$ cat src/sv/register_reply_frame_parser_macros.svh
// ----------------------------------------------------------------------------
// register reply frame parser assertion macros
// shared concurrent checks, clocked on clk and disabled in reset
// ----------------------------------------------------------------------------
`ifndef REGISTER_REPLY_FRAME_PARSER_MACROS_SVH
`define REGISTER_REPLY_FRAME_PARSER_MACROS_SVH

// property that holds at every edge out of reset
`define RRFP_ASSERT_ALWAYS(label, expr, msg) \
	label: assert property (@(posedge clk) disable iff (!arst_n) (expr)) \
		else $error(msg);

// consequent holds in the same cycle as the antecedent
`define RRFP_ASSERT_SAME(label, ante, cons, msg) \
	label: assert property (@(posedge clk) disable iff (!arst_n) (ante) |-> (cons)) \
		else $error(msg);

// consequent holds in the cycle after the antecedent
`define RRFP_ASSERT_NEXT(label, ante, cons, msg) \
	label: assert property (@(posedge clk) disable iff (!arst_n) (ante) |=> (cons)) \
		else $error(msg);

`endif

$ cat src/sv/rrfp_pkg.sv
// ----------------------------------------------------------------------------
// register reply frame parser package
// widths, phase encoding and result codes of the frame parser
// ----------------------------------------------------------------------------
`default_nettype none

package rrfp_pkg;

	localparam int MAX_PAYLOAD_BYTES = 64;
	localparam int SEEN_W = $clog2(MAX_PAYLOAD_BYTES + 1);
	localparam int BODY_W = 10;
	localparam int CMP_W = (SEEN_W > BODY_W) ? SEEN_W : BODY_W;

	localparam int CFG_IDX_W = 8;

	localparam logic [CFG_IDX_W-1:0] CFG_READ_HEADER  = 8'd0;
	localparam logic [CFG_IDX_W-1:0] CFG_WRITE_HEADER = 8'd1;

	localparam logic [7:0] READ_HEADER_RESET  = 8'd1;
	localparam logic [7:0] WRITE_HEADER_RESET = 8'd2;

	localparam logic [3:0] DEV_ERR_CHECKSUM = 4'd1;
	localparam logic [3:0] DEV_ERR_BAD_REG  = 4'd2;

	typedef enum logic [2:0] {
		PH_HUNT    = 3'd0,
		PH_INDEX   = 3'd1,
		PH_COUNT   = 3'd2,
		PH_MAPERR  = 3'd3,
		PH_PAYLOAD = 3'd4,
		PH_CHECK   = 3'd5
	} phase_t;

	typedef enum logic [1:0] {
		KIND_PAYLOAD   = 2'd0,
		KIND_COMPLETE  = 2'd1,
		KIND_MALFORMED = 2'd2
	} kind_t;

	typedef enum logic [1:0] {
		STAT_OK         = 2'd0,
		STAT_BAD_SUM    = 2'd1,
		STAT_DEV_SUM    = 2'd2,
		STAT_DEV_BAD_REG = 2'd3
	} status_t;

endpackage

`default_nettype wire

$ cat src/sv/register_reply_frame_parser.sv
// ----------------------------------------------------------------------------
// register reply frame parser
// splits received serial bytes into read reply and write acknowledge frames
// ----------------------------------------------------------------------------
// usage:
// bytes enter on in_valid/in_ready with rx_byte. the parser hunts for a read
// or write header, takes index, count and map/error bytes, forwards each
// payload byte of a read frame as a payload beat, and closes every frame on
// its checksum byte with a complete beat carrying the frame status. a payload
// byte beyond the payload limit drops the frame with a malformed beat.
// results leave on out_valid/out_ready from one output register, in the cycle
// after the byte that caused them. one byte is taken every cycle; the single
// pass through the parser logic into the output register sets that figure.
// while a result waits the parser still takes a byte if the result is taken
// in the same cycle; a stalled receiver holds in_ready low until it drains.
// header codes are written on cfg_valid/cfg_ready with cfg_index and
// cfg_data, always ready; the user must write them only while the parser is
// idle, the block does not enforce it. reset returns the parser to hunting
// with header codes 1 (read) and 2 (write) and drops any pending result.
// ----------------------------------------------------------------------------
`default_nettype none

`include "register_reply_frame_parser_macros.svh"

module register_reply_frame_parser (
	input  wire logic                           clk,
	input  wire logic                           arst_n,
	input  wire logic                           cfg_valid,
	output logic                                cfg_ready,
	input  wire logic [rrfp_pkg::CFG_IDX_W-1:0] cfg_index,
	input  wire logic [7:0]                     cfg_data,
	input  wire logic                           in_valid,
	output logic                                in_ready,
	input  wire logic [7:0]                     rx_byte,
	output logic                                out_valid,
	input  wire logic                           out_ready,
	output logic [1:0]                          result_kind,
	output logic [7:0]                          payload_byte,
	output logic                                frame_is_read,
	output logic [7:0]                          reg_index,
	output logic [7:0]                          word_count,
	output logic [3:0]                          map_index,
	output logic [3:0]                          device_error,
	output logic [1:0]                          frame_status
);

	import rrfp_pkg::*;

	logic [7:0]        read_code_q;
	logic [7:0]        write_code_q;

	phase_t            phase_q, phase_nxt;
	logic              is_read_q, is_read_nxt;
	logic [7:0]        index_q, index_nxt;
	logic [7:0]        count_q, count_nxt;
	logic [3:0]        map_q, map_nxt;
	logic [3:0]        err_q, err_nxt;
	logic [SEEN_W-1:0] seen_q, seen_nxt;
	logic [7:0]        sum_q, sum_nxt;

	logic              in_acc;
	logic              res_valid;
	kind_t             res_kind;
	logic [7:0]        res_data;
	status_t           res_status;

	logic [7:0]        sum_add;
	logic [SEEN_W-1:0] seen_inc;
	logic [CMP_W-1:0]  body_ext;
	logic [CMP_W-1:0]  seen_ext;
	logic [CMP_W-1:0]  seen_inc_ext;
	logic              hdr_read;
	logic              hdr_write;

	logic              out_valid_q;
	kind_t             kind_q;
	logic [7:0]        data_q;
	logic              res_read_q;
	logic [7:0]        res_index_q;
	logic [7:0]        res_count_q;
	logic [3:0]        res_map_q;
	logic [3:0]        res_err_q;
	status_t           status_q;

	assign cfg_ready = 1'b1;
	assign in_ready  = !out_valid_q || out_ready;
	assign in_acc    = in_valid && in_ready;

	assign sum_add      = sum_q + rx_byte;
	assign seen_inc     = seen_q + 1'b1;
	assign body_ext     = CMP_W'({count_q, 2'b00});
	assign seen_ext     = CMP_W'(seen_q);
	assign seen_inc_ext = CMP_W'(seen_inc);
	assign hdr_read     = (rx_byte == read_code_q);
	assign hdr_write    = (rx_byte == write_code_q);

	// header codes
	always_ff @(posedge clk or negedge arst_n) begin
		if (!arst_n) begin
			read_code_q  <= READ_HEADER_RESET;
			write_code_q <= WRITE_HEADER_RESET;
		end else if (cfg_valid && cfg_ready) begin
			if (cfg_index == CFG_READ_HEADER) begin
				read_code_q <= cfg_data;
			end else if (cfg_index == CFG_WRITE_HEADER) begin
				write_code_q <= cfg_data;
			end
		end
	end

	// frame parsing, one byte per pass
	always_comb begin
		phase_nxt   = phase_q;
		is_read_nxt = is_read_q;
		index_nxt   = index_q;
		count_nxt   = count_q;
		map_nxt     = map_q;
		err_nxt     = err_q;
		seen_nxt    = seen_q;
		sum_nxt     = sum_q;
		res_valid   = 1'b0;
		res_kind    = KIND_PAYLOAD;
		res_data    = 8'd0;
		res_status  = STAT_OK;

		case (phase_q)
			PH_INDEX: begin
				index_nxt = rx_byte;
				sum_nxt   = sum_add;
				phase_nxt = PH_COUNT;
			end
			PH_COUNT: begin
				count_nxt = rx_byte;
				sum_nxt   = sum_add;
				phase_nxt = PH_MAPERR;
			end
			PH_MAPERR: begin
				map_nxt   = rx_byte[7:4];
				err_nxt   = rx_byte[3:0];
				sum_nxt   = sum_add;
				phase_nxt = is_read_q ? PH_PAYLOAD : PH_CHECK;
			end
			PH_PAYLOAD: begin
				res_valid = 1'b1;
				if (seen_q >= SEEN_W'(MAX_PAYLOAD_BYTES)) begin
					res_kind    = KIND_MALFORMED;
					phase_nxt   = PH_HUNT;
					is_read_nxt = 1'b0;
					index_nxt   = 8'd0;
					count_nxt   = 8'd0;
					map_nxt     = 4'd0;
					err_nxt     = 4'd0;
					seen_nxt    = '0;
					sum_nxt     = 8'd0;
				end else begin
					res_data = rx_byte;
					if (seen_ext < body_ext) begin
						sum_nxt = sum_add;
					end
					seen_nxt = seen_inc;
					if (seen_inc_ext >= body_ext) begin
						phase_nxt = PH_CHECK;
					end
				end
			end
			PH_CHECK: begin
				res_valid = 1'b1;
				res_kind  = KIND_COMPLETE;
				if (sum_add != 8'd0) begin
					res_status = STAT_BAD_SUM;
				end else if (err_q == DEV_ERR_CHECKSUM) begin
					res_status = STAT_DEV_SUM;
				end else if (err_q == DEV_ERR_BAD_REG) begin
					res_status = STAT_DEV_BAD_REG;
				end
				phase_nxt   = PH_HUNT;
				is_read_nxt = 1'b0;
				index_nxt   = 8'd0;
				count_nxt   = 8'd0;
				map_nxt     = 4'd0;
				err_nxt     = 4'd0;
				seen_nxt    = '0;
				sum_nxt     = 8'd0;
			end
			default: begin
				phase_nxt = PH_HUNT;
				if (hdr_read || hdr_write) begin
					phase_nxt   = PH_INDEX;
					is_read_nxt = hdr_read;
					index_nxt   = 8'd0;
					count_nxt   = 8'd0;
					map_nxt     = 4'd0;
					err_nxt     = 4'd0;
					seen_nxt    = '0;
					sum_nxt     = rx_byte;
				end
			end
		endcase
	end

	always_ff @(posedge clk or negedge arst_n) begin
		if (!arst_n) begin
			phase_q   <= PH_HUNT;
			is_read_q <= 1'b0;
			index_q   <= 8'd0;
			count_q   <= 8'd0;
			map_q     <= 4'd0;
			err_q     <= 4'd0;
			seen_q    <= '0;
			sum_q     <= 8'd0;
		end else if (in_acc) begin
			phase_q   <= phase_nxt;
			is_read_q <= is_read_nxt;
			index_q   <= index_nxt;
			count_q   <= count_nxt;
			map_q     <= map_nxt;
			err_q     <= err_nxt;
			seen_q    <= seen_nxt;
			sum_q     <= sum_nxt;
		end
	end

	// result register
	always_ff @(posedge clk or negedge arst_n) begin
		if (!arst_n) begin
			out_valid_q <= 1'b0;
		end else if (in_acc && res_valid) begin
			out_valid_q <= 1'b1;
		end else if (out_ready) begin
			out_valid_q <= 1'b0;
		end
	end

	always_ff @(posedge clk) begin
		if (in_acc && res_valid) begin
			kind_q      <= res_kind;
			data_q      <= res_data;
			res_read_q  <= is_read_q;
			res_index_q <= index_q;
			res_count_q <= count_q;
			res_map_q   <= map_q;
			res_err_q   <= err_q;
			status_q    <= res_status;
		end
	end

	assign out_valid     = out_valid_q;
	assign result_kind   = kind_q;
	assign payload_byte  = data_q;
	assign frame_is_read = res_read_q;
	assign reg_index     = res_index_q;
	assign word_count    = res_count_q;
	assign map_index     = res_map_q;
	assign device_error  = res_err_q;
	assign frame_status  = status_q;

	// checks
	`RRFP_ASSERT_SAME(a_payload_only_read, phase_q == PH_PAYLOAD, is_read_q,
		"payload phase in a write frame")
	`RRFP_ASSERT_ALWAYS(a_seen_limit, seen_q <= SEEN_W'(MAX_PAYLOAD_BYTES),
		"payload count beyond limit")
	`RRFP_ASSERT_SAME(a_status_only_complete, out_valid_q && kind_q != KIND_COMPLETE,
		status_q == STAT_OK, "status set on a non-complete beat")
	`RRFP_ASSERT_NEXT(a_end_to_hunt, in_acc && res_valid && res_kind != KIND_PAYLOAD,
		phase_q == PH_HUNT && sum_q == 8'd0 && seen_q == '0,
		"frame state not cleared after frame end")
	`RRFP_ASSERT_SAME(a_payload_beat_src, in_acc && res_valid && res_kind == KIND_PAYLOAD,
		phase_q == PH_PAYLOAD, "payload beat outside payload phase")

endmodule

`default_nettype wire

$ cat config.mk
export PLATFORM = sky130hd
export DESIGN_NAME = register_reply_frame_parser
export DESIGN_NICKNAME = d
export VERILOG_FILES = /design/src/sv/rrfp_pkg.sv /design/src/sv/register_reply_frame_parser.sv
export VERILOG_INCLUDE_DIRS = /design/src /design/src/sv
export SDC_FILE = /design/constraint.sdc
export NUM_CORES = 1
export LEC_CHECK = 0
export ABC_AREA = 1
export BUFFER_PORTS_ARGS = -buffer_cell sky130_fd_sc_hd__clkbuf_2
export CORE_MARGIN = 1
export CORE_UTILIZATION = 52
export CTS_CLUSTER_SIZE = 20
export DETAILED_ROUTE_END_ITERATION = 6
export GPL_ROUTABILITY_DRIVEN = 0
export PLACE_DENSITY = 0.74
export SKIP_CTS_REPAIR_TIMING = 1
export SYNTH_ARGS = -nofsm -noshare
export SYNTH_HDL_FRONTEND = slang
export SYNTH_SLANG_ARGS = --single-unit
$ cat constraint.sdc
create_clock -name clk -period 2.9 [get_ports clk]
set_input_delay 0.58 -clock clk [delete_from_list [all_inputs] [get_ports clk]]
set_output_delay 0.58 -clock clk [all_outputs]
set_load 0.1 [all_outputs]
# --- Word level (Yosys, flattened, before mapping) ---
# Index checks and enable logic that the tools add are counted.
word_totals:
  n_memories: 0
  romBits: 0
  word_cells: 105
  mem_bits_rw: 0
  output_inout_bits: 40
  latchBits: 0
  in_bits: 29
  reg_bits: 97
op_classes:
  eq_ne: 13
  div: 0
  bitwise: 7
  n_addsub: 2
  n_reduce_logical: 29
  n_lt_le_gt_ge: 3
  mux: 31
  n_shift: 0
  n_mul: 0
ops:
  columns: ["cell", "count"]
  rows:
  - ["case mux 8 bit (4 select lines)", 2]
  - ["2-to-1 mux 8 bit", 5]
  - ["case mux 4 bit (4 select lines)", 2]
  - ["case mux 8 bit (3 select lines)", 1]
  - ["case mux 7 bit (3 select lines)", 1]
  - ["== test 8 bit", 2]
  - ["AND reduction 4 bit", 4]
  - ["nonzero test 4 bit", 4]
  - ["case mux 3 bit (5 select lines)", 1]
  - ["2-to-1 mux 7 bit", 2]
  - ["OR reduction 2 bit", 6]
  - ["greater-or-equal comparator 7 x 10 -> 1 bit", 1]
  - ["less-than comparator 7 x 10 -> 1 bit", 1]
  - ["AND reduction 3 bit", 3]
  - ["adder 8 bit", 1]
  - ["== test 8 x 1 -> 1 bit (second input constant)", 1]
  - ["zero test 8 bit", 1]
  - ["2-to-1 mux 1 bit", 8]
  - ["2-to-1 mux 4 bit", 2]
  - ["nonzero test 8 bit", 1]
  - ["adder 7 x 1 -> 7 bit (second input constant)", 1]
  - ["greater-or-equal comparator 7 bit (second input constant)", 1]
  - ["NOT 1 bit", 7]
  - ["== test 3 x 2 -> 1 bit (second input constant)", 2]
  - ["17 further kinds", 25]

# --- Depth between registers and ports, before layout ---
# Gate-level depths: netlist (run 1).
logic_depth:
  word_depth: 5
  mapped_depth: 13
  depth_no_buf: 13

# --- Worst setup path after synthesis (run 1) ---
# OpenSTA, ideal clock, no wires.
synth_path:
  kind: "reg-to-reg"
  startpoint: "register out_valid_q, in the netlist out_valid"
  endpoint: "register res_err_q[0], in the netlist device_error[0] (enable)"
  setup_ns: 0.431
  period_less_slack_ns: 3.618
  required_ns: 2.469
  path_buffers: 0
  stages_incl_launch_ff: 4
  t_arrival_ns: 3.187
  slack_ns: -0.718
  path_cell_list: "dfrtp_1 > nand2_2 > nand2_1 > nor2_1"
synth_between:
  elab_chain_cells: 4
synth_lines:
  columns: ["item", "line_no", "rtl"]
  rows:
  - ["start, declared", "register_reply_frame_parser.sv:75", "logic out_valid_q;"]
  - ["start signal, assigned", "register_reply_frame_parser.sv:226", "out_valid_q <= 1'b0;"]
  - ["start signal, assigned", "register_reply_frame_parser.sv:228", "out_valid_q <= 1'b1;"]
  - ["start signal, assigned", "register_reply_frame_parser.sv:230", "out_valid_q <= 1'b0;"]
  - ["zero test 1 bit", "register_reply_frame_parser.sv:86", "assign in_ready = !out_valid_q || out_ready;"]
  - ["logical OR 1 bit", "register_reply_frame_parser.sv:86", null]
  - ["net in_ready", "register_reply_frame_parser.sv:33", "output logic in_ready,"]
  - ["logical AND 1 bit", "register_reply_frame_parser.sv:87", "assign in_acc = in_valid && in_ready;"]
  - ["logical AND 1 bit", "register_reply_frame_parser.sv:235", "if (in_acc && res_valid) begin"]
  - ["end signal, assigned", "register_reply_frame_parser.sv:242", "res_err_q <= err_q;"]
  - ["end, declared", "register_reply_frame_parser.sv:82", "logic [3:0] res_err_q;"]
# The timed path passes the listed nets, and every way through them passes these cells.
# A chain may end at the register's enable or synchronous reset.

# --- Final worst setup path (run 1) ---
layout_path:
  startpoint: "register seen_q[0]"
  endpoint: "register phase_q[0]"
layout_between:
  elab_chain_cells: 4
  elab_cells_between_ends: 7
  classes_between: "add/sub: 1; order compare: 2; eq/ne: 1; mux: 2; reduce/logical: 1"
layout_lines:
  columns: ["item", "line_no", "rtl"]
  rows:
  - ["start, declared", "register_reply_frame_parser.sv:58", "logic [SEEN_W-1:0] seen_q, seen_nxt;"]
  - ["start signal, assigned", "register_reply_frame_parser.sv:218", "seen_q <= seen_nxt;"]
  - ["adder 7 x 1 -> 7 bit", "register_reply_frame_parser.sv:90", "assign seen_inc = seen_q + 1'b1;"]
  - ["greater-or-equal comparator 7 x 10 -> 1 bit", "register_reply_frame_parser.sv:161", "if (seen_inc_ext >= body_ext) begin"]
  - ["!= test 3 bit (no line)", null, null]
  - ["AND reduction 2 bit (no line)", null, null]
  - ["end signal, assigned", "register_reply_frame_parser.sv:212", "phase_q <= phase_nxt;"]
  - ["end, declared", "register_reply_frame_parser.sv:52", "phase_t phase_q, phase_nxt;"]
# Parallel ways exist; a longest one is shown, timed or not.

==> results of run 1 <==
[routing by layer]
layer | up-vias | GRT usage (%) | wire (um) | share of wire (%)
met5 | - | 0 | 0 | 0
met4 | 0 | 9.92 | 299 | 2.8
met3 | 22 | 2.69 | 420 | 4.0
met2 | 118 | 37.5 | 5020 | 47
met1 | 1850 | 30.1 | 4850 | 46
li1 | 1967 | - | - | -
[stage by stage]
step | power (mW) | std cells | hold slack, ps | util [%] | area [sq um]
finish | 3.59 | 773 | 270 | 61.2 | 5760
global route | 3.84 | 773 | 308 | 61.2 | 5760
CTS | 3.61 | 773 | 287 | 61.2 | 5760
detailed placement | 2.76 | 757 | 444 | 59.1 | 5570
global placement | 2.71 | 757 | 438 | 59.1 | 5570
floorplan | 2.51 | 569 | 284 | - | 5160
[power by group]
group / total (mW) / internal, mW / switching (mW)
clock network: 0.849 / 0.336 / 0.513
logic: 1.02 / 0.387 / 0.632
registers: 1.72 / 1.60 / 0.126
[kinds of logic (layout without fill, tap and decap cells)]
kind of cell,after synthesis,in the layout,share of synthesized area [%]
AND/OR/NAND/NOR,311,311,28.1
flip-flops,97,97,50.8
buffers and inverters,82,157,7.80
AO/OA/AOI/OAI,35,35,4.18
adder cells (fa/ha/maj),22,22,5.49
XOR/XNOR,21,21,3.57
other,1,1,0.0728
[sequential cells by signal (all words and copies together), names as in the netlist]
name / cells
out_valid: 1
word_count: 8
frame_is_read: 1
map_index: 4
is_read_q: 1
read_code_q: 8
sum_q: 8
payload_byte: 8
frame_status: 2
count_q: 8
index_q: 8
result_kind: 2
err_q: 4
map_q: 4
device_error: 4
phase_q: 3
write_code_q: 8
seen_q: 7
reg_index: 8
[worst min-delay path by stage]
stage / depth (start not counted) / from / endpoint
floorplan: 0 / arst_n / count_q[0]$_DFFE_PN0P_
global placement: 0 / index_q[0]$_DFFE_PN0P_ / reg_index[0]$_DFFE_PP_
detailed placement: 0 / index_q[3]$_DFFE_PN0P_ / reg_index[3]$_DFFE_PP_
CTS: 1 / arst_n / index_q[1]$_DFFE_PN0P_
global route: 1 / arst_n / write_code_q[3]$_DFFE_PN0P_
finish: 1 / arst_n / write_code_q[3]$_DFFE_PN0P_
[worst max-delay path: cells and delay by family, from the launching register on]
kind,cells,cell delay (ps)
AND/OR/NAND/NOR,5,700
adder cells (fa/ha/maj),2,450
flip-flops,1,430
AO/OA/AOI/OAI,2,290
XOR/XNOR,1,180
buffers and inverters,1,160
[placed cells by master (no fill, tap or decap), types with 8 or more instances in the layout]
cell type / instances
nor2_1: 25
inv_2: 9
inv_1: 58
o21ai_2: 8
ha_1: 21
nand3_1: 52
dfrtp_1: 58
clkbuf_2: 67
nand2_1: 193
o21ai_0: 18
nand4_1: 11
clkbuf_8: 9
xnor2_1: 14
edfxtp_1: 37
[area by class of cell]
class / instances / share of cell area [%]
Timing Repair Buffer: 73 / 6.60
Tap cell: 129 / 2.80
Clock inverter: 7 / 1.22
Inverter: 68 / 4.67
Multi-Input combinational cell: 390 / 37.1
Sequential cell: 97 / 45.4
Clock buffer: 9 / 2.15
==> metrics.txt, run 1 <==
outcome=finished clean; Post-Place Setup Slack=around 520 ps; Worst Setup Start Kind=flop; Reg2Reg Depth=11; DRT iter0 DRCs=184; final setup vio count=0; number of max-cap violations=0; PortBufs=67; Avg WL per Cell=between 10 and 15 um; largest net degree at the start of global routing=38; Ant. Diodes=0; total grt overflow=0; Top FF cell, synth=dfrtp_1; syn_nets=620; crit path kind=reg2reg; critical path cell sequence=ha_1 > nand3_1 > nor3b_1 > xor2_1 > ha_1 > a21boi_0 > o21ai_0 > buf_4 > nand2_1 > nand3_1 > nand2_1; CTS sink count=97; Arrival @ worst endpoint=2580 ps; Initial DRT Pass Iterations=5; clock buffer depth=2; vias in the first global route=~3,800; PwrDens=623 nW/um^2; Worst Tran Pin Value=789 ps; Area Overhead vs Synth=11.9%; setup tns final=0 ps; CP Capture Type=flop; via/cell ratio=slightly above 5; Final #Nets=690; CP max-delay cell=dfrtp_1; I/O pins=around 70; area of the die=approximately 10,000 sq um; TritonCTS buffer count=9; Reg2Reg Launch Point=seen_q[0]$_DFFE_PN0P_; Yosys top cell area share=between 20 and 30%; ANT nets after route=0; syn avg cell area=a little over 9 sq um; GR Util All Layers=around 23%; YS warnings=0; Max IR drop VDD=approximately 0.35 mV; CP Data Required Time=between 3000 and 4000 ps; initial antenna violation count=0; Final WS setup=577 ps; Slew headroom=47.4%; beginning of the critical path=seen_q[0]$_DFFE_PN0P_; period utilisation layout=~80%; f_max=approximately 430 MHz; final WL=roughly 11,000 um; RSZ-0062 raised after global routing=false; Residual DRC=0; DIE HEIGHT=between 100 and 150 um; R2R setup slack=between 500 and 600 ps; Post-synth EDFFs=37; Fill cells=796; fraction of registers with async set/reset=61.9%; cell area after synthesis=~5000 sq um; crit-path max cell delay=around 430 ps; Lkg Pwr=2.91 nW; Fin. Hold Viols=0; CTS tree=yes; synth unique cells=36; top-count cell post-synth=nand2_1; initial core utilization=54.7%; largest cells by area after synthesis=dfrtp_1 (28%), edfxtp_1 (22%), nand2_1 (14%); CTS clk-pin slew, worst paths=between 100 and 150 ps; Post-DP HPWL=approximately 7900 um; H-tree depth=3; synthesis-stage register bit count=97; Worst Hold Class=in2async; multi-input logic area=between 2000 and 2500 sq um; clock root buffer=clkbuf_8; r2r endpoint=phase_q[0]$_DFFE_PN0P_; FF+latch area=around 2600 sq um; total number of vias=3,957; most frequent cells after synthesis=nand2_1 (193), dfrtp_1 (58), inv_1 (58), nand3_1 (52), edfxtp_1 (37); global-route wire length before repair=roughly 18,000 um; FP Rows=35; maximum net fanout on the critical path=5; Seq/Total Area, Yosys=50.8%; Clock Skew=roughly 17 ps; Post-Syn Instances=between 500 and 600; post-layout min period=around 2300 ps; core region area=between 9000 and 10,000 sq um; worst skew pair latency=approximately 370 ps; Synth area leader=dfrtp_1; worst setup path endpoint=phase_q[0]$_DFFE_PN0P_; max-slew violations=0; layout cells sized above 1=between 20% and 30%; die width=102 um
(Power assumes the default switching activity.)
==> inputs of run 2 (changes only) <==
- CORE_UTILIZATION: 52 -> 55
- PLACE_DENSITY: 0.74 -> 0.75
- clock period: 2.9 -> 2.17 ns (I/O delays scaled with it)
==> run 2 against run 1 <==
Die area fell by 5.3%. Sequential power rose by 33%. Power rose by 38%. Clock skew rose by 1.3 ps. Highest routed layer unchanged. Largest power group unchanged. Setup slack got worse by 420 ps. Register-to-register slack got worse by 420 ps. Sequential share of layout area fell by 0.93 points.
==> metrics.txt, run 2 (same netlist as run 1, synthesis figures left out) <==
final WL=10,400 um (-1.6%); clock group share of total power=25.1% (+1.5 points); total grt overflow=0 (unchanged); Area Overhead vs Synth=14.2%; global-route wire length before repair=17,600 um (-1.6%); Arrival @ worst endpoint=2280 ps (-300 ps); vias in the first global route=3,746 (-1.3%); PortBufs=67 (unchanged); core region area=8890 sq um (-5.6%); area of the die=9750 sq um (-5.3%); Net Sw Power=1.70 mW (+34%); Avg WL per Cell=13.7 um (-0.30%); Fin. Hold Viols=0 (unchanged); ANT nets after route=0 (unchanged); Worst Setup Start Kind=flop; Initial DRT Pass Iterations=4 (-1); Placed Instances=746 (-1.5%); FP Rows=34 (-2.9%); crit-path max cell delay=390 ps (-40 ps); most frequent cells in the layout=nand2_1 (193), clkbuf_2 (67), inv_1 (58); I/O pins=69 (unchanged); switching share of power=34.4% (-0.98 points); max-slew violations=0 (unchanged); Worst Hold Class=in2async; initial core utilization=57.9% (+3.2 points); DIE HEIGHT=98.8 um (-2.7%); CP max-delay cell=dfrtp_1; H-tree depth=3 (unchanged); Max IR drop VDD=0.515 mV (+45%); f_max=496 MHz (+15%); Lkg Pwr=2.98 nW (+2.4%); clock root buffer=clkbuf_8; final std cells w/o fill=763 (-1.3%); Flop pwr share=46.4% (-1.6 points); worst skew pair latency=370 ps (about the same); CP Capture Type=flop; Tot Pwr=4.94 mW (+38%); CP Data Required Time=2430 ps (-720 ps); final setup vio count=0 (unchanged); CTS tree=yes; crit path kind=reg2reg; Slew headroom=63.8% (+16 points); period utilisation layout=92.9% (+13 points); Fill cells=718 (-9.8%); clock buffer depth=2 (unchanged); GR Util All Layers=23.3% (+0.61 points); total number of vias=3,948 (-0.23%); maximum net fanout on the critical path=3 (-2); DRT iter0 DRCs=230 (+25%); critical path cell sequence=ha_1 > nand3_2 > nor3b_2 > xor2_1 > ha_1 > a21boi_1 > o21ai_1 > nand2_1 > nand3_1 > nand2_1; CTS clk-pin slew, worst paths=110 ps (about the same); die width=98.8 um (-2.7%); number of max-cap violations=0 (unchanged); setup tns final=0 ps (unchanged); Post-DP HPWL=7610 um (-3.1%); outcome=finished clean; Ant. Diodes=0 (unchanged); Worst Tran Pin Value=546 ps (-243 ps); kind of cell adding the most delay to the critical path=simple AND/OR/NAND/NOR gates; Clock Skew=18.1 ps (+1.25 ps); Residual DRC=0 (unchanged); largest net degree at the start of global routing=61 (+61%); TritonCTS buffer count=9 (unchanged); PwrDens=840 nW/um^2 (+35%); commonest non-fill, non-tap cell in the layout=nand2_1; Internal=3.24 mW (+40%); CP Buf/Inv Count=0 (-1); post-layout min period=2020 ps (-307 ps); initial antenna violation count=0 (unchanged); CTS sink count=97 (unchanged); combinational power share=28.5% (about the same); Final #Nets=701 (+1.6%); layout cells sized above 1=22.1% (+1.8 points); via/cell ratio=5.17 (+1.1%)
==> run 2: changes by cell type in the layout (fill, tap and decap cells not counted), sizes merged <==
| cell | delta |
|---|---|
| bufinv | +1 |
| buf | +11 |
| clkinv | -1 |
==> run 2: stage by stage <==
step	worst slack (ps)	area (sq um)	utilization, %	hold slack [ps]
after CTS	-34.3	5860	66.0	65.6
final	154	5880	66.2	44.5
after global routing	-25.3	5880	66.2	83.7
after detailed placement	-3.61	5650	63.6	442
after floorplan	65.4	5170	-	138
after global placement	34.3	5650	63.6	438
==> run 2: final cells by class <==
| type | count | area [sq um] | area share [%] |
|---|---|---|---|
| Sequential cell | 97 | 2620 | 44.5 |
| Multi-Input combinational cell | 390 | 2160 | 36.8 |
| Timing Repair Buffer | 84 | 488 | 8.30 |
| Inverter | 68 | 269 | 4.57 |
| Tap cell | 108 | 135 | 2.30 |
| Clock buffer | 9 | 124 | 2.11 |
| Clock inverter | 7 | 86.3 | 1.47 |
==> run 2: per-layer routing <==
layer	vias up	global-route usage [%]	wire length, um
met5	-	0	0
met2	110	37.7	4980
met4	0	8.38	176
met3	17	3.33	546
li1	1992	-	-
met1	1829	32.2	4720
==> run 2: power by group through the flow <==
stage / Clock (mW) / Sequential, mW / Combinational [mW]
global route: 1.33 / 2.32 / 1.62
floorplan: 0 / 2.29 / 1.06
global placement: 0 / 2.32 / 1.32
finish: 1.24 / 2.29 / 1.41
CTS: 1.27 / 2.29 / 1.39
detailed placement: 0 / 2.33 / 1.38
==> run 2: worst paths after layout <==
check                                       startpoint                     endpoint  slack (ps)  depth (start not counted)
worst max-delay path             seen_q[1]$_DFFE_PN0P_       phase_q[1]$_DFFE_PN0P_         150                         10
worst min-delay path                            arst_n  write_code_q[3]$_DFFE_PN0P_          40                          2
worst max register to register   seen_q[1]$_DFFE_PN0P_       phase_q[1]$_DFFE_PN0P_         150                         10
worst min register to register  index_q[6]$_DFFE_PN0P_       reg_index[6]$_DFFE_PP_         450                          0
max in group asynchronous                       arst_n        out_valid$_DFFE_PN0P_        1810                          2
min in group clk                           cfg_data[1]  write_code_q[1]$_DFFE_PN1P_         280                          3
==> inputs of run 3 (changes only) <==
==> constraint.sdc (replaced) <==
create_clock -name clk -period 2.2 [get_ports clk]
set_input_delay 0.44 -clock clk [delete_from_list [all_inputs] [get_ports clk]]
set_output_delay 0.44 -clock clk [all_outputs]
set_load 0.05 [all_outputs]
==> run 3 against run 2 <==
Flip-flop and latch count unchanged. Cell count down 0.26%. Clock skew shrank 4.3 ps. Maximum frequency decreased by 3.0%. Largest power group unchanged.
==> metrics.txt, run 3 (same netlist as run 1, synthesis figures left out) <==
outcome=finished clean; GR Util All Layers=23.5% (+0.21 points); TritonCTS buffer count=9 (unchanged); DIE HEIGHT=98.8 um (unchanged); most frequent cells in the layout=nand2_1 (193), clkbuf_2 (67), inv_1 (58), dfrtp_1 (58), nand3_1 (51); FF+latch area=2620 sq um (about the same); RSZ-0062 raised after global routing=false; total grt overflow=0 (unchanged); CP Capture Type=flop; M2 GR Usage=39.1% (+1.4 points); clock root buffer=clkbuf_8; Post-Place Setup Slack=9.03 ps (+12.6 ps); Residual DRC=0 (unchanged); worst skew pair latency=370 ps (about the same); area of the die=9750 sq um (unchanged); FP Rows=34 (unchanged); period utilisation layout=94.5% (+1.6 points); Final #Nets=699 (-0.29%); DRT iter0 DRCs=152 (-34%); Fill cells=715 (-0.42%); PortBufs=67 (unchanged); post-layout min period=2080 ps (+62.7 ps); maximum net fanout on the critical path=4 (+1); ANT nets after route=0 (unchanged); clock buffer depth=2 (unchanged); total number of vias=3,952 (+0.10%); core region area=8890 sq um (unchanged); vias in the first global route=3,718 (-0.75%); final setup vio count=0 (unchanged); Avg WL per Cell=13.7 um (+0.28%); f_max=481 MHz (-3.0%); Clock Skew=13.7 ps (-4.33 ps); CTS tree=yes; setup tns final=0 ps (unchanged); Post-DP HPWL=7700 um (+1.2%); initial antenna violation count=0 (unchanged); Area Overhead vs Synth=12.6%; H-tree depth=3 (unchanged); final WL=10,400 um (about the same); CTS clk-pin slew, worst paths=90 ps (-20 ps); R2R setup slack=120 ps (-30 ps); beginning of the critical path=seen_q[1]$_DFFE_PN0P_; r2r endpoint=phase_q[0]$_DFFE_PN0P_; commonest non-fill, non-tap cell in the layout=nand2_1; multi-input logic area=2160 sq um (-0.29%); Max IR drop VDD=0.418 mV (-19%); Lkg Pwr=2.94 nW (-1.3%); Worst Tran Pin Value=518 ps (-27.4 ps); layout cells sized above 1=21.7% (-0.39 points); number of max-cap violations=0 (unchanged); I/O pins=69 (unchanged); gr busiest metal=met2; Slew headroom=65.4% (+1.6 points); Arrival @ worst endpoint=2340 ps (+60 ps); die width=98.8 um (unchanged); CTS sink count=97 (unchanged); crit path kind=reg2reg; Reg2Reg Depth=13 (+3); Worst Hold Class=in2async; Final WS setup=121 ps (-32.7 ps); Tot Pwr=4.69 mW (-5.0%); max-slew violations=0 (unchanged); Worst Setup Start Kind=flop; met1 Track Usage GR=30.8% (-1.4 points); Initial DRT Pass Iterations=5 (+1); CP Data Required Time=2460 ps (+30 ps); largest net degree at the start of global routing=25 (-59%); routing usage on met3=3.55% (+0.21 points); PwrDens=810 nW/um^2 (-3.6%); Fin. Hold Viols=0 (unchanged); worst setup path endpoint=phase_q[0]$_DFFE_PN0P_; via/cell ratio=5.19 (+0.36%); global-route wire length before repair=17,600 um (+0.12%); Reg2Reg Launch Point=seen_q[1]$_DFFE_PN0P_; initial core utilization=57.9% (unchanged); Ant. Diodes=0 (unchanged)
## run 3: how the worst min path moves through the flow
stage,end,slack (ps),cells past startpoint
floorplan,count_q[0]$_DFFE_PN0P_,140,0
global placement,write_code_q[3]$_DFFE_PN0P_,430,1
detailed placement,write_code_q[4]$_DFFE_PN0P_,440,1
CTS,write_code_q[4]$_DFFE_PN0P_,30,1
global route,read_code_q[3]$_DFFE_PN0P_,50,1
finish,write_code_q[3]$_DFFE_PN0P_,20,1
## run 3: per-stage QoR
stage / cell area (sq um) / utilization (%) / std cells / hold slack, ps
global route: 5800 / 65.2 / 761 / 45.1
CTS: 5780 / 65.0 / 761 / 32.6
floorplan: 5160 / - / 569 / 144
finish: 5800 / 65.2 / 761 / 23.5
global placement: 5610 / 63.1 / 745 / 428
detailed placement: 5610 / 63.1 / 745 / 439
## run 3: cell type report
cell class	instances	area share [%]
clock buffers	11	2.27
clock inverters	5	0.712
inverters	68	4.64
multi-input cells	390	37.2
flip-flops and latches	97	45.1
well taps	108	2.33
repair buffers	82	7.73
## run 3: critical path: stages (launching register included)
cell      delay, ps
dfrtp_1         370
buf_4           130
nand3_1         100
nand3b_1        190
xor2_1          170
ha_1            300
nand2_1          60
nor2_1           90
nand2_1          70
a21boi_2        130
o21ai_2          70
buf_4           150
nand3_1          70
nand2_1          70
## run 3: routing by layer
layer | share of wire [%] | vias to the layer above
li1 | - | 1992
met5 | 0 | -
met2 | 47 | 120
met3 | 4.9 | 15
met1 | 46 | 1825
met4 | 1.9 | 0
## run 3: power breakdown
group / internal, mW / switching [mW] / leakage (nW)
sequential: 2.11 / 0.155 / 1.13
combinational: 0.532 / 0.829 / 1.72
clock: 0.425 / 0.649 / 0.0858
